--- src/rtl/bptri_pkg.sv ---
// Package for the bucketed position-to-record index block.
// Holds default sizes, request and status codes, and the controller/datapath structs.
// No dependencies.
package bptri_pkg;

   localparam int DEF_MAX_STRINGS = 256;
   localparam int DEF_POS_BITS    = 24;

   localparam logic REQ_LOAD   = 1'b0;
   localparam logic REQ_LOOKUP = 1'b1;

   localparam logic [1:0] ST_OK        = 2'd0;
   localparam logic [1:0] ST_NOT_FOUND = 2'd1;
   localparam logic [1:0] ST_OVERFLOW  = 2'd2;
   localparam logic [1:0] ST_NOT_READY = 2'd3;

   typedef struct packed {
      logic take_load;
      logic take_lookup;
      logic set_nr;
      logic set_ovf;
      logic div_start;
      logic build_init;
      logic build_rd;
      logic build_step;
      logic bkt_rd;
      logic lk_init;
      logic so_rd;
      logic lk_next;
      logic set_nf;
      logic set_hit;
      logic emit;
   } cmd_type;

   typedef struct packed {
      logic table_ready;
      logic ovf;
      logic div_done;
      logic lk_mode;
      logic in_range;
      logic adv;
      logic fin;
      logic more;
      logic hit;
      logic out_busy;
   } stat_type;

endpackage

--- src/rtl/bptri_ctrl.sv ---
// Controller state machine that sequences loads, the table build and lookups.
// Depends on bptri_pkg; drives the datapath through cmd_type and reads stat_type.
module bptri_ctrl import bptri_pkg::*; (
   input  logic     clock,
   input  logic     reset,
   input  logic     req_valid,
   output logic     req_ready,
   input  logic     req_type,
   input  logic     req_last_string,
   input  stat_type st,
   output cmd_type  cmd
);

   typedef enum logic [11:0] {
      S_IDLE     = 12'b000000000001,
      S_CHK      = 12'b000000000010,
      S_DIV_GO   = 12'b000000000100,
      S_DIV      = 12'b000000001000,
      S_BLD_INIT = 12'b000000010000,
      S_BLD_RD   = 12'b000000100000,
      S_BLD_STEP = 12'b000001000000,
      S_LK_BKT   = 12'b000010000000,
      S_LK_INIT  = 12'b000100000000,
      S_LK_RD    = 12'b001000000000,
      S_LK_CHK   = 12'b010000000000,
      S_EMIT     = 12'b100000000000
   } state_type;

   state_type state_ff, state_in;

   always_comb begin
      state_in  = state_ff;
      cmd       = '0;
      req_ready = 1'b0;
      case (state_ff)
         S_IDLE: begin
            req_ready = 1'b1;
            if (req_valid) begin
               if (req_type == REQ_LOAD) begin
                  cmd.take_load = 1'b1;
                  if (req_last_string) begin
                     state_in = S_CHK;
                  end
               end else if (!st.table_ready) begin
                  cmd.set_nr = 1'b1;
                  state_in   = S_EMIT;
               end else begin
                  cmd.take_lookup = 1'b1;
                  state_in        = S_DIV_GO;
               end
            end
         end
         S_CHK: begin
            if (st.ovf) begin
               cmd.set_ovf = 1'b1;
               state_in    = S_EMIT;
            end else begin
               cmd.div_start = 1'b1;
               state_in      = S_DIV;
            end
         end
         S_DIV_GO: begin
            cmd.div_start = 1'b1;
            state_in      = S_DIV;
         end
         S_DIV: begin
            if (st.div_done) begin
               state_in = st.lk_mode ? S_LK_BKT : S_BLD_INIT;
            end
         end
         S_BLD_INIT: begin
            cmd.build_init = 1'b1;
            state_in       = S_BLD_RD;
         end
         S_BLD_RD: begin
            cmd.build_rd = 1'b1;
            state_in     = S_BLD_STEP;
         end
         S_BLD_STEP: begin
            cmd.build_step = 1'b1;
            if (st.adv) begin
               state_in = S_BLD_STEP;
            end else if (st.fin) begin
               state_in = S_EMIT;
            end else begin
               state_in = S_BLD_RD;
            end
         end
         S_LK_BKT: begin
            if (st.in_range) begin
               cmd.bkt_rd = 1'b1;
               state_in   = S_LK_INIT;
            end else begin
               cmd.set_nf = 1'b1;
               state_in   = S_EMIT;
            end
         end
         S_LK_INIT: begin
            cmd.lk_init = 1'b1;
            state_in    = S_LK_RD;
         end
         S_LK_RD: begin
            if (st.more) begin
               cmd.so_rd = 1'b1;
               state_in  = S_LK_CHK;
            end else begin
               cmd.set_nf = 1'b1;
               state_in   = S_EMIT;
            end
         end
         S_LK_CHK: begin
            if (st.hit) begin
               cmd.set_hit = 1'b1;
               state_in    = S_EMIT;
            end else begin
               cmd.lk_next = 1'b1;
               state_in    = S_LK_RD;
            end
         end
         S_EMIT: begin
            if (!st.out_busy) begin
               cmd.emit = 1'b1;
               state_in = S_IDLE;
            end
         end
         default: begin
            state_in = S_IDLE;
         end
      endcase
   end

   always_ff @(posedge clock) begin
      if (reset) begin
         state_ff <= S_IDLE;
      end else begin
         state_ff <= state_in;
      end
   end

endmodule

--- config.mk ---
export PLATFORM = sky130hd
export DESIGN_NAME = bptri_ctrl
export DESIGN_NICKNAME = d
export VERILOG_FILES = /design/src/rtl/bptri_pkg.sv /design/src/rtl/bptri_ctrl.sv
export SDC_FILE = /design/constraint.sdc
export NUM_CORES = 1
export LEC_CHECK = 0
export ABC_AREA = 1
export BUFFER_PORTS_ARGS = -buffer_cell sky130_fd_sc_hd__clkbuf_2
export CORE_MARGIN = 2
export CORE_UTILIZATION = 54
export DETAILED_ROUTE_END_ITERATION = 10
export GPL_TIMING_DRIVEN = 0
export PLACE_DENSITY = 0.81
export SLEW_MARGIN = 20
export SYNTH_ARGS = -nofsm -noshare
export SYNTH_HDL_FRONTEND = slang
export SYNTH_SLANG_ARGS = --single-unit
--- constraint.sdc ---
create_clock -name clock -period 2.7 [get_ports clock]
set_input_delay 0.405 -clock clock [delete_from_list [all_inputs] [get_ports clock]]
set_output_delay 0.405 -clock clock [all_outputs]
set_load 0.01 [all_outputs]
After elaboration in Yosys (flattened, before gate mapping)
Index checks and enable logic that the tools add are counted.
{ "classes": {"addsub": 0, "multipliers": 0, "div": 0, "magnitude_cmp": 0, "n_eq_ne": 16, "n_shift": 0, "n_mux": 42, "bitwise": 0, "n_reduce_logical": 1} }
{ "op_table": {"columns": ["cell", "count"], "rows": [
  ["$mux W12", 12],
  ["$pmux W12 S12", 1],
  ["$mux W1", 23],
  ["$eq A12 B1 Y1 const B", 1],
  ["$eq A12 B10 Y1 const B", 1],
  ["$eq A12 B11 Y1 const B", 1],
  ["$eq A12 B12 Y1 const B", 1],
  ["$eq A12 B2 Y1 const B", 1],
  ["$eq A12 B3 Y1 const B", 1],
  ["$eq A12 B4 Y1 const B", 1],
  ["$eq A12 B5 Y1 const B", 1],
  ["$eq A12 B6 Y1 const B", 1],
  ["$eq A12 B7 Y1 const B", 1],
  ["$eq A12 B8 Y1 const B", 1],
  ["$eq A12 B9 Y1 const B", 1],
  ["$mux W8", 1],
  ["$mux W3", 2],
  ["$ne A2 B2 Y1 const B", 3],
  ["$pmux W1 S2", 2],
  ["$reduce_and A4 Y1", 1],
  ["$ne A3 B3 Y1 const B", 1],
  ["$mux W2", 1]
]} }
{ "totals": {"reg_bits": 12, "latchBits": 0, "mem_bits_rw": 0, "romBits": 0, "in_bits": 15, "output_inout_bits": 16, "elab_cells": 60, "mem_count": 0} }

Depth between registers and ports, before layout
Gate-level depths: netlist of run 1.
{ "logic_depth": {"word_depth": 4, "ltp_mapped": 12, "depth_no_buf": 12} }

Least setup slack after synthesis of run 1
Ideal clock, no wire load.
{ "synth_timing": {"kind": "reg-to-output", "startpoint": "reg state_ff[4]", "endpoint": "out cmd[12] (netlist bit)", "arrival_time_ns": 1.127, "required_time_ns": 2.295, "path_slack_ns": 1.168, "stages_incl_launch_ff": 6, "path_buffers": 0, "cell_sequence": "dfxtp_1 nor2_4 nand2_4 nor2_8 nand2_4 nor4_1"} }
{ "synth_rtl": {"columns": ["item", "line_no", "source"], "rows": [
  ["from (decl)", "bptri_ctrl.sv:29", "state_type state_ff, state_in;"],
  ["from (signal assigned)", "bptri_ctrl.sv:136", "state_ff <= state_in;"],
  ["to (decl)", "bptri_ctrl.sv:11", "output cmd_type cmd"]
]} }

==> results.md, run 1 <==
- Mapped Cells: 164
- Slowest-stage cell, CP: dfxtp_1
- Syn Nets: 179
- Initial DRT Pass Iterations: 4
- CTS-repair resized insts: 0
- GRT Util Overall: 0.233
- Max VDD drop: 0.345 mV
- Row cnt: 15
- Crit-path most repeated cell: nor2_1
- Crit path depth: 7
- Area Growth Syn to Fin: 20.1%
- Seq/Total Area, Yosys: 0.243
- Slowest stage delay, CP: 0.34 ns
- Critical Path Source Type: flop
- Largest register FFs: 12
- Met1 wire length: 1.02 mm
- DRC: 0
- Max capacitance violation total: 0
- Highest-count cells in the layout ignoring fill and taps: inv_1, nand2_1, clkbuf_2
- Final core utilization: 0.688
- Die area: 0.00219 sq mm
- Fin crit share: 0.714
- Die Ht: 46.8 um
- Post-DP HPWL: 1.98 mm
- Setup_tns: 0 ns
- GP Congestion: 0.851
- Critical path peak fanout: 4
- Post-synthesis cell type count: 26
- Cell Chain, Critical Path: nor2_1 > nand2_1 > nor2_2 > and2_1 > inv_1 > nor2_1 > clkbuf_2
- Fmax: 0.519 GHz
- Unrepaired setup endpoints after global routing: no
- Pwr per Cell Area: 427 mW/mm^2
- Mapped cell area: 988 sq um
- Routed wl met3: 92 um
- Pins Over Slew Limit: 0
- Post-CTS Setup Bufs: 0
- Inserted Clock Buffers: 3
- Avg Inst Size Synth: 6.03 sq um
- Share of cells above drive strength 1: 0.276
- Total wire length: 2.29 mm
- Root Buffer: clkbuf_4
- PortBufs: 29
- Vias in the first global route: 941
- Skew-Pair Late Insertion Delay: 0.28 ns
- Post-route insts no fill: 221
- Routed wl met2: 1.11 mm
- CTS clk-pin slew, worst paths: 0.07 ns
- Antenna violations before repair: 0
- Critical Path AT: 1.52 ns
- Most flop-heavy register: state_ff
- Setup Skew: 0.00438 ns
- Hold-fix buffers, CTS: 0
- Largest net degree at the start of global routing: 9
- #FFs+latches synth: 12
- IO Pins: 31
- WP data required: 2.30 ns
- Vias/cell: 4.85
- Avg WL per Cell: 10.3 um
- Outcome: finished, final reports clean
- Top flop regs: state_ff x12
- Leak pwr: 0.000723 uW
- Placed cell area: 0.00116 sq mm
- Fillers: 160
- Worst Path Buf+Inv: 2
- Setup CP Type: reg -> out
- Final Hold Fails: 0
- Nets: 213
- Synth warnings: 0
- Initial drt markers: 17
- Most common cell after layout, fill and taps aside: inv_1
- Inserted Diodes: 0
- Relative slew slack: 0.719
- Vias: 1,072
- Min cycle time layout: 1.93 ns
- Worst hold slack: 0.368 ns
- Die X: 46.8 um
- Initial Util: 0.572
- Clk buf depth: 2
- First-pass GRT wire length: 3.64 mm
- Hold Path Depth: 3
- CORE AREA: 0.00173 sq mm
- Max H-tree Level: 1
- Post-route antenna net violation count: 0
- Final setup fails: 0
- Placed cell count: 218
- Worst-margin pin slew: 0.422 ns
- Crit. End Element: output pin
- GR Overflow Total: 0
- Register-to-Register Path Depth: 9
- Hold Crit Class: in -> reg
- Largest delay share family, worst path: simple AND/OR/NAND/NOR gates
- Design area: 0.00119 sq mm
- CTS sink cnt: 12
- DR top layer: met4
- CTS tree: yes
routing by layer:
metal,GRT usage,vias to the layer above
met4,0.133,0
li1,-,569
met2,0.397,27
met3,0.0308,8
met1,0.280,468
met5,0,-
cell usage after synthesis:
cell type / n / area [sq um]
inv_1: 36 / 135
nand2_1: 31 / 116
nor2_1: 27 / 101
nand3_1: 13 / 65.1
dfxtp_1: 12 / 240
nor3_1: 8 / 40.0
nand2_4: 5 / 56.3
nand2_2: 4 / 25.0
nor2_2: 4 / 25.0
a21oi_1: 3 / 15.0
nor2_4: 3 / 33.8
nand4_1: 2 / 12.5
nor3_2: 2 / 20.0
o21ai_0: 2 / 10.0
and2_1: 1 / 6.26
buf_1: 1 / 3.75
inv_2: 1 / 3.75
inv_4: 1 / 6.26
nand3_2: 1 / 10.0
nand3b_1: 1 / 7.51
nor2_8: 1 / 20.0
nor4_1: 1 / 6.26
o211a_1: 1 / 10.0
o21a_1: 1 / 7.51
o21ai_1: 1 / 5.00
or2_1: 1 / 6.26
worst min-delay path: stages:
cell      delay, ns
clkbuf_2       0.09
nand2_1        0.07
nor3_2         0.04
final timing paths:
path | slack, ns | start | to
setup / recovery | 0.77 | state_ff[1] | cmd[6]
hold / removal | 0.37 | st[6] | state_ff[7]
setup reg to reg | 1.23 | state_ff[1] | state_ff[0]
hold reg to reg | 0.68 | state_ff[9] | state_ff[10]
power breakdown:
group | internal, uW | switching [uW]
sequential | 185 | 5.17
combinational | 70.1 | 133
clock | 51.7 | 61.6
cells by family after synthesis:
| kind of cell | after synthesis | share of synthesized area |
|---|---|---|
| buf+inv | 39 | 0.151 |
| compound gates | 8 | 0.0481 |
| simple gates | 105 | 0.558 |
| flops | 12 | 0.243 |
through the flow:
step | power (uW) | worst slack, ns
6_report | 507 | 0.773
5_1_grt | 538 | 0.638
4_1_cts | 511 | 0.764
3_5_place_dp | 397 | 1.08
3_3_place_gp | 390 | 1.11
2_1_floorplan | 347 | 1.17
area by class of cell:
cell class	instances	area, sq um	area share
multi-input combinational	113	599	0.505
sequential	12	240	0.202
timing repair buffer	29	145	0.122
inverter	38	145	0.122
tap	25	31.3	0.0263
clock buffer	3	22.5	0.0190
buffer	1	3.75	0.00316
No activity file was read; power rests on OpenSTA's default activity.
==> inputs of run 2 (changes only) <==
--- a/config.mk
+++ b/config.mk
@@ -5,13 +5,13 @@
 export SDC_FILE = /design/constraint.sdc
 export NUM_CORES = 1
 export LEC_CHECK = 0
-export ABC_AREA = 1
+export ABC_AREA = 0
 export BUFFER_PORTS_ARGS = -buffer_cell sky130_fd_sc_hd__clkbuf_2
 export CORE_MARGIN = 2
-export CORE_UTILIZATION = 54
+export CORE_UTILIZATION = 44
 export DETAILED_ROUTE_END_ITERATION = 10
 export GPL_TIMING_DRIVEN = 0
-export PLACE_DENSITY = 0.81
+export PLACE_DENSITY = 0.72
 export SLEW_MARGIN = 20
 export SYNTH_ARGS = -nofsm -noshare
 export SYNTH_HDL_FRONTEND = slang
==> constraint.sdc (replaced) <==
create_clock -name clock -period 1.7 [get_ports clock]
set_input_delay 0.255 -clock clock [delete_from_list [all_inputs] [get_ports clock]]
set_output_delay 0.255 -clock clock [all_outputs]
set_load 0.01 [all_outputs]
==> results.md, run 2 <==
- Row cnt: 16 (was 15)
- Multi-input gate area: 763 sq um (was 599 sq um)
- Seq/Total Area, Yosys: 0.270 (was 0.243)
- Sequential cell area: 272 sq um (was 240 sq um)
- CTS tree: yes (unchanged)
- Flop2flop setup slack: -0.36 ns (was 1.23 ns)
- Skew-Pair Late Insertion Delay: 0.28 ns (about the same)
- Mapped cell area: 890 sq um (was 988 sq um)
- Antenna violations before repair: 0 (unchanged)
- GR Overflow Total: 0 (unchanged)
- GP Congestion: 0.793 (was 0.851)
- Relative slew slack: 0.710 (was 0.719)
- Share of cells above drive strength 1: 0.620 (was 0.276)
- Synth warnings: 0 (unchanged)
- Setup Skew: 0.00986 ns (was 0.00438 ns)
- Top cells by count, synth: nor2_1, dfxtp_1, nand2_1 (was inv_1, nand2_1, nor2_1)
- Root Buffer: clkbuf_4 (unchanged)
- Pwr per Cell Area: 790 mW/mm^2 (was 427 mW/mm^2)
- Post-synth EDFFs: 0 (unchanged)
- Area Growth Syn to Fin: 81.9% (was 20.1%)
- Worst-margin pin slew: 0.431 ns (was 0.422 ns)
- Post-DP HPWL: 1.73 mm (was 1.98 mm)
- Cell Chain, Critical Path: nor4_4 > buf_4 > and2b_2 > and4b_1 > buf_2 (was nor2_1 > nand2_1 > nor2_2 > and2_1 > inv_1 > nor2_1 > clkbuf_2)
- Synth area leaders: dfxtp_1, nor2_1, nor4_4 (was dfxtp_1, inv_1, nand2_1)
- Die area: 0.00240 sq mm (was 0.00219 sq mm)
- Avg Inst Size Synth: 8.16 sq um (was 6.03 sq um)
- Worst Slack Setup Final: -0.410 ns (was 0.773 ns)
- Leak pwr: 0.000757 uW (was 0.000723 uW)
- Vias in the first global route: 1,090 (was 941)
- Hold-fix buffers, CTS: 0 (unchanged)
- Final core utilization: 0.833 (was 0.688)
- Psw: 479 uW (was 200 uW)
- Die X: 49.0 um (was 46.8 um)
- Pre-CTS WS: -0.241 ns (was 1.08 ns)
- Prevailing post-synth register cell: dfxtp_1 (unchanged)
- Syn Nets: 124 (was 179)
- Hold Crit Class: in -> reg (unchanged)
- Largest delay share family, worst path: simple AND/OR/NAND/NOR gates (unchanged)
- Post-synth ARST share: 0 (unchanged)
- PortBufs: 30 (was 29)
- Fmax: 0.474 GHz
- Leading area contributor after synthesis: dfxtp_1 (unchanged)
- Largest net degree at the start of global routing: 11 (was 9)
- DRC: 0 (unchanged)
- Top flop regs: state_ff x12 (unchanged)
- Initial Util: 0.458 (was 0.572)
- Initial drt markers: 68 (was 17)
- Highest-count cells in the layout ignoring fill and taps: buf_4, clkbuf_2, buf_2 (was inv_1, nand2_1, clkbuf_2)
- CORE AREA: 0.00194 sq mm (was 0.00173 sq mm)
- Fillers: 123 (was 160)
- Largest register FFs: 12 (unchanged)
- GRT Util Overall: 0.261 (was 0.233)
- Fin crit share: 1.24
- Die Ht: 49.0 um (was 46.8 um)
- Avg WL per Cell: 20.5 um (was 10.3 um)
- Final Hold Fails: 0 (unchanged)
- Critical Path Source Type: flop (unchanged)
- Slowest stage delay, CP: 0.46 ns (was 0.34 ns)
- #FFs+latches synth: 12 (unchanged)
- First-pass GRT wire length: 4.88 mm (was 3.64 mm)
- Mapped Cells: 109 (was 164)
- Most flop-heavy register: state_ff (unchanged)
- Inserted Clock Buffers: 3 (unchanged)
- Inserted Diodes: 0 (unchanged)
- Critical Path AT: 1.85 ns (was 1.52 ns)
- Unrepaired setup endpoints after global routing: yes (was no)
- Clock network fraction of design power: 0.188 (was 0.224)
- WP data required: 1.44 ns (was 2.30 ns)
- Max capacitance violation total: 0 (unchanged)
- Critical path peak fanout: 5 (was 4)
- Post-route antenna net violation count: 0 (unchanged)
- Worst hold slack: 0.144 ns (was 0.368 ns)
- Nets: 195 (was 213)
- CTS sink cnt: 12 (unchanged)
- Pins Over Slew Limit: 0 (unchanged)
- Vias: 1,295 (was 1,072)
- Min cycle time layout: 2.11 ns
- Total power: 1280 uW (was 507 uW)
- Count leader, synth: nor2_1 (was inv_1)
- IO Pins: 31 (unchanged)
- Slowest-stage cell, CP: nor4_4 (was dfxtp_1)
- Yosys top cell area share: 0.270 (was 0.243)
- Total wire length: 4.22 mm (was 2.29 mm)
- Final setup fails: 24 (was 0)
- Outcome: finished with violations (was finished, final reports clean)
- Max H-tree Level: 1 (unchanged)
- Switching Fraction: 0.375 (was 0.395)
- CTS clk-pin slew, worst paths: 0.08 ns (was 0.07 ns)
- Max VDD drop: 0.540 mV (was 0.345 mV)
- Combinational Power Share: 0.559 (was 0.401)
- Internal cell power: 798 uW (was 307 uW)
- Failing checks: negative setup slack
- Crit. End Element: output pin (unchanged)
- Clk buf depth: 2 (unchanged)
- Post-synthesis cell type count: 42 (was 26)
- Most common cell after layout, fill and taps aside: buf_4 (was inv_1)
- Initial DRT Pass Iterations: 4 (unchanged)
- Setup CP Type: reg -> out (unchanged)
- Sequential power share: 0.254 (was 0.375)
- Vias/cell: 6.29 (was 4.85)
- Worst Path Buf+Inv: 2 (unchanged)
run 2: final cells by class:
| type | instances | share of cell area |
|---|---|---|
| multi-input cells | 89 | 0.472 |
| repair buffers | 68 | 0.296 |
| flip-flops and latches | 12 | 0.168 |
| clock buffers | 4 | 0.0224 |
| well taps | 27 | 0.0209 |
| inverters | 5 | 0.0116 |
| plain buffers | 1 | 0.00928 |
run 2: final timing paths:
check,startpoint,end,cells past startpoint
worst max-delay path,state_ff[0],cmd[9],5
worst max register to register,state_ff[0],state_ff[4],8
worst min-delay path,st[6],state_ff[4],2
worst min register to register,state_ff[2],state_ff[4],2
run 2: cell families (layout without fill, tap and decap cells):
| logic type | Yosys count | after routing | share of synthesized area |
|---|---|---|---|
| AND/OR/NAND/NOR | 66 | 66 | 0.482 |
| AO/OA/AOI/OAI | 21 | 21 | 0.183 |
| flip-flops | 12 | 12 | 0.270 |
| buffers and inverters | 8 | 78 | 0.0436 |
| XOR/XNOR | 1 | 1 | 0.00985 |
| multiplexers | 1 | 1 | 0.0113 |
run 2: worst register-to-register path, stage by stage, from the launching register on:
cell,delay (ns)
dfxtp_4,0.37
nor4_4,0.46
buf_4,0.20
buf_4,0.10
nand2_1,0.07
o221ai_1,0.34
o21ai_4,0.13
buf_4,0.15
nor4_1,0.14
run 2: power by group through the flow:
stage,Combinational [uW],Sequential [uW],Clock (uW)
finish,714,324,240
global route,737,323,260
CTS,447,319,237
detailed placement,319,324,0
global placement,313,324,0
floorplan,235,320,0
run 2: timing repair:
action / in CTS / in global routing
setup endpoints to repair: 22 / 24
gates resized for setup: 30 / 40
pin swaps: 13 / 17
buffers inserted: 21 / 21
cloned: 0 / 0
run 2: through the flow:
| stage | area [sq um] | cells | setup TNS [ns] |
|---|---|---|---|
| finish | 1620 | 206 | -5.58 |
| global placement | 1090 | 166 | -1.26 |
| CTS | 1340 | 187 | -3.16 |
| floorplan | 905 | 109 | 0 |
| detailed placement | 1090 | 166 | -1.97 |
| global route | 1620 | 206 | -6.99 |
run 2: per-layer routing:
layer | wire [um] | vias up | GRT usage
met3 | 378 | 36 | 0.0521
li1 | - | 553 | -
met1 | 1540 | 592 | 0.295
met4 | 241 | 0 | 0.129
met2 | 2060 | 114 | 0.463
met5 | 0 | - | 0
==> inputs of run 3 (changes only) <==
--- a/config.mk
+++ b/config.mk
@@ -11,7 +11,7 @@
 export CORE_UTILIZATION = 44
 export DETAILED_ROUTE_END_ITERATION = 10
 export GPL_TIMING_DRIVEN = 0
-export PLACE_DENSITY = 0.72
+export PLACE_DENSITY = 0.81
 export SLEW_MARGIN = 20
 export SYNTH_ARGS = -nofsm -noshare
 export SYNTH_HDL_FRONTEND = slang
==> results.md, run 3 (synthesized netlist as in run 2, its figures left out) <==
- Avg WL per Cell: 20.6 um (was 20.5 um)
- GRT Util Overall: 0.297 (was 0.261)
- Pre-CTS WS: -0.176 ns (was -0.241 ns)
- Fmax: 0.491 GHz (was 0.474 GHz)
- Worst-margin pin slew: 0.481 ns (was 0.431 ns)
- Critical path peak fanout: 7 (was 5)
- CTS tree: yes (unchanged)
- Critical Path Source Type: flop (unchanged)
- Largest register FFs: 12 (unchanged)
- Sequential cell area: 267 sq um (was 272 sq um)
- Worst Slack Setup Final: -0.335 ns (was -0.410 ns)
- Vias/cell: 6.27 (was 6.29)
- Post-DP HPWL: 1.77 mm (was 1.73 mm)
- Highest-count cells in the layout ignoring fill and taps: buf_4, clkbuf_2, buf_6 (was buf_4, clkbuf_2, buf_2)
- Failing checks: negative setup slack (unchanged)
- Relative slew slack: 0.675 (was 0.710)
- Most flop-heavy register: state_ff (unchanged)
- GP Congestion: 0.811 (was 0.793)
- Pwr per Cell Area: 777 mW/mm^2 (was 790 mW/mm^2)
- Total wire length: 4.06 mm (was 4.22 mm)
- Post-route insts no fill: 197 (was 206)
- Fin crit share: 1.20 (was 1.24)
- Busiest metal layer after global routing: met2 (unchanged)
- IO Pins: 31 (unchanged)
- Min-Delay Startpoint: st[6] (unchanged)
- Vias: 1,236 (was 1,295)
- Nets: 186 (was 195)
- Reg-to-reg critical path startpoint: state_ff[7] (was state_ff[0])
- Crit. End Element: output pin (unchanged)
- Skew-Pair Late Insertion Delay: 0.28 ns (about the same)
- Setup CP Type: reg -> out (unchanged)
- Row cnt: 16 (unchanged)
- Setup Skew: 0.00105 ns (was 0.00986 ns)
- DRC: 0 (unchanged)
- CTS sink cnt: 12 (unchanged)
- First-pass GRT wire length: 5.51 mm (was 4.88 mm)
- Die X: 49.0 um (unchanged)
- Largest net degree at the start of global routing: 11 (unchanged)
- Initial drt markers: 87 (was 68)
- Min cycle time layout: 2.04 ns (was 2.11 ns)
- Max capacitance violation total: 0 (unchanged)
- Initial DRT Pass Iterations: 4 (unchanged)
- Max H-tree Level: 1 (unchanged)
- Most common cell after layout, fill and taps aside: buf_4 (unchanged)
- WP data required: 1.44 ns (about the same)
- Pins Over Slew Limit: 0 (unchanged)
- Grt met1 use: 0.324 (was 0.295)
- CTS clk-pin slew, worst paths: 0.09 ns (was 0.08 ns)
- Inserted Diodes: 0 (unchanged)
- Top flop regs: state_ff x12 (unchanged)
- Max VDD drop: 0.564 mV (was 0.540 mV)
- Hold Crit Class: in -> reg (unchanged)
- Share of cells above drive strength 1: 0.618 (was 0.620)
- Initial Util: 0.458 (unchanged)
- Root Buffer: clkbuf_4 (unchanged)
- Inserted Clock Buffers: 3 (unchanged)
- CORE AREA: 0.00194 sq mm (unchanged)
- Post-route antenna net violation count: 0 (unchanged)
- Crit path from: state_ff[7] (was state_ff[0])
- Leak pwr: 0.000715 uW (was 0.000757 uW)
- Die area: 0.00240 sq mm (unchanged)
- Area Growth Syn to Fin: 77.2% (was 81.9%)
- Met2 usage: 0.516 (was 0.463)
- Placed cell count: 166 (unchanged)
- Vias in the first global route: 1,205 (was 1,090)
- Outcome: finished with violations (unchanged)
- Met3 Usage GRT: 0.0399 (was 0.0521)
- Multi-input gate area: 783 sq um (was 763 sq um)
- GR Overflow Total: 0 (unchanged)
- Antenna violations before repair: 0 (unchanged)
- Final setup fails: 21 (was 24)
- Critical Path AT: 1.78 ns (was 1.85 ns)
- Unrepaired setup endpoints after global routing: yes (unchanged)
- PortBufs: 30 (unchanged)
- Fillers: 119 (was 123)
- Final Hold Fails: 0 (unchanged)
- Setup_tns: -3.67 ns (was -5.58 ns)
- Clk buf depth: 2 (unchanged)
- Die Ht: 49.0 um (unchanged)
-- run 3: report_power, final --
group / internal (uW) / switching, uW
logic: 344 / 325
clock network: 130 / 111
registers: 296 / 18.3
total: 770 / 454
-- run 3: final timing paths --
kind	depth (start not counted)	endpoint	slack (ns)
max	6	cmd[11]	-0.34
min	2	state_ff[4]	0.15
max reg2reg	7	state_ff[0]	-0.10
min reg2reg	3	state_ff[3]	0.70
-- run 3: final cells by class --
cell class / instances / area share
tap: 27 / 0.0214
inverter: 5 / 0.0119
multi-input combinational: 89 / 0.497
clock buffer: 4 / 0.0230
sequential: 12 / 0.169
timing repair buffer: 58 / 0.255
buffer: 2 / 0.0230
-- run 3: repair_timing --
action,4_1_cts,5_1_grt
endpoints found under the setup margin,22,23
pin swaps,17,8
resized for setup,28,44
hold buffers,0,0
buffers inserted,24,5
-- run 3: stage by stage --
step / utilization / hold slack [ns] / area, sq um / power, uW
2_1_floorplan: - / 0.327 / 905 / 556
3_3_place_gp: 0.561 / 0.437 / 1090 / 632
3_5_place_dp: 0.561 / 0.445 / 1090 / 642
4_1_cts: 0.720 / 0.154 / 1400 / 1010
5_1_grt: 0.812 / 0.150 / 1580 / 1270
6_report: 0.812 / 0.151 / 1580 / 1220
-- run 3: per-layer routing --
metal | routed length (um) | vias up
li1 | - | 537
met1 | 1490 | 577
met2 | 1960 | 92
met3 | 297 | 30
met4 | 309 | 0
met5 | 0 | -
-- run 3: critical path: stages (launching register included) --
cell and delay (ns):
dfxtp_4 0.38, nor4_4 0.27, buf_6 0.18, buf_6 0.11
nand3b_4 0.11, nor4_2 0.22, buf_2 0.23
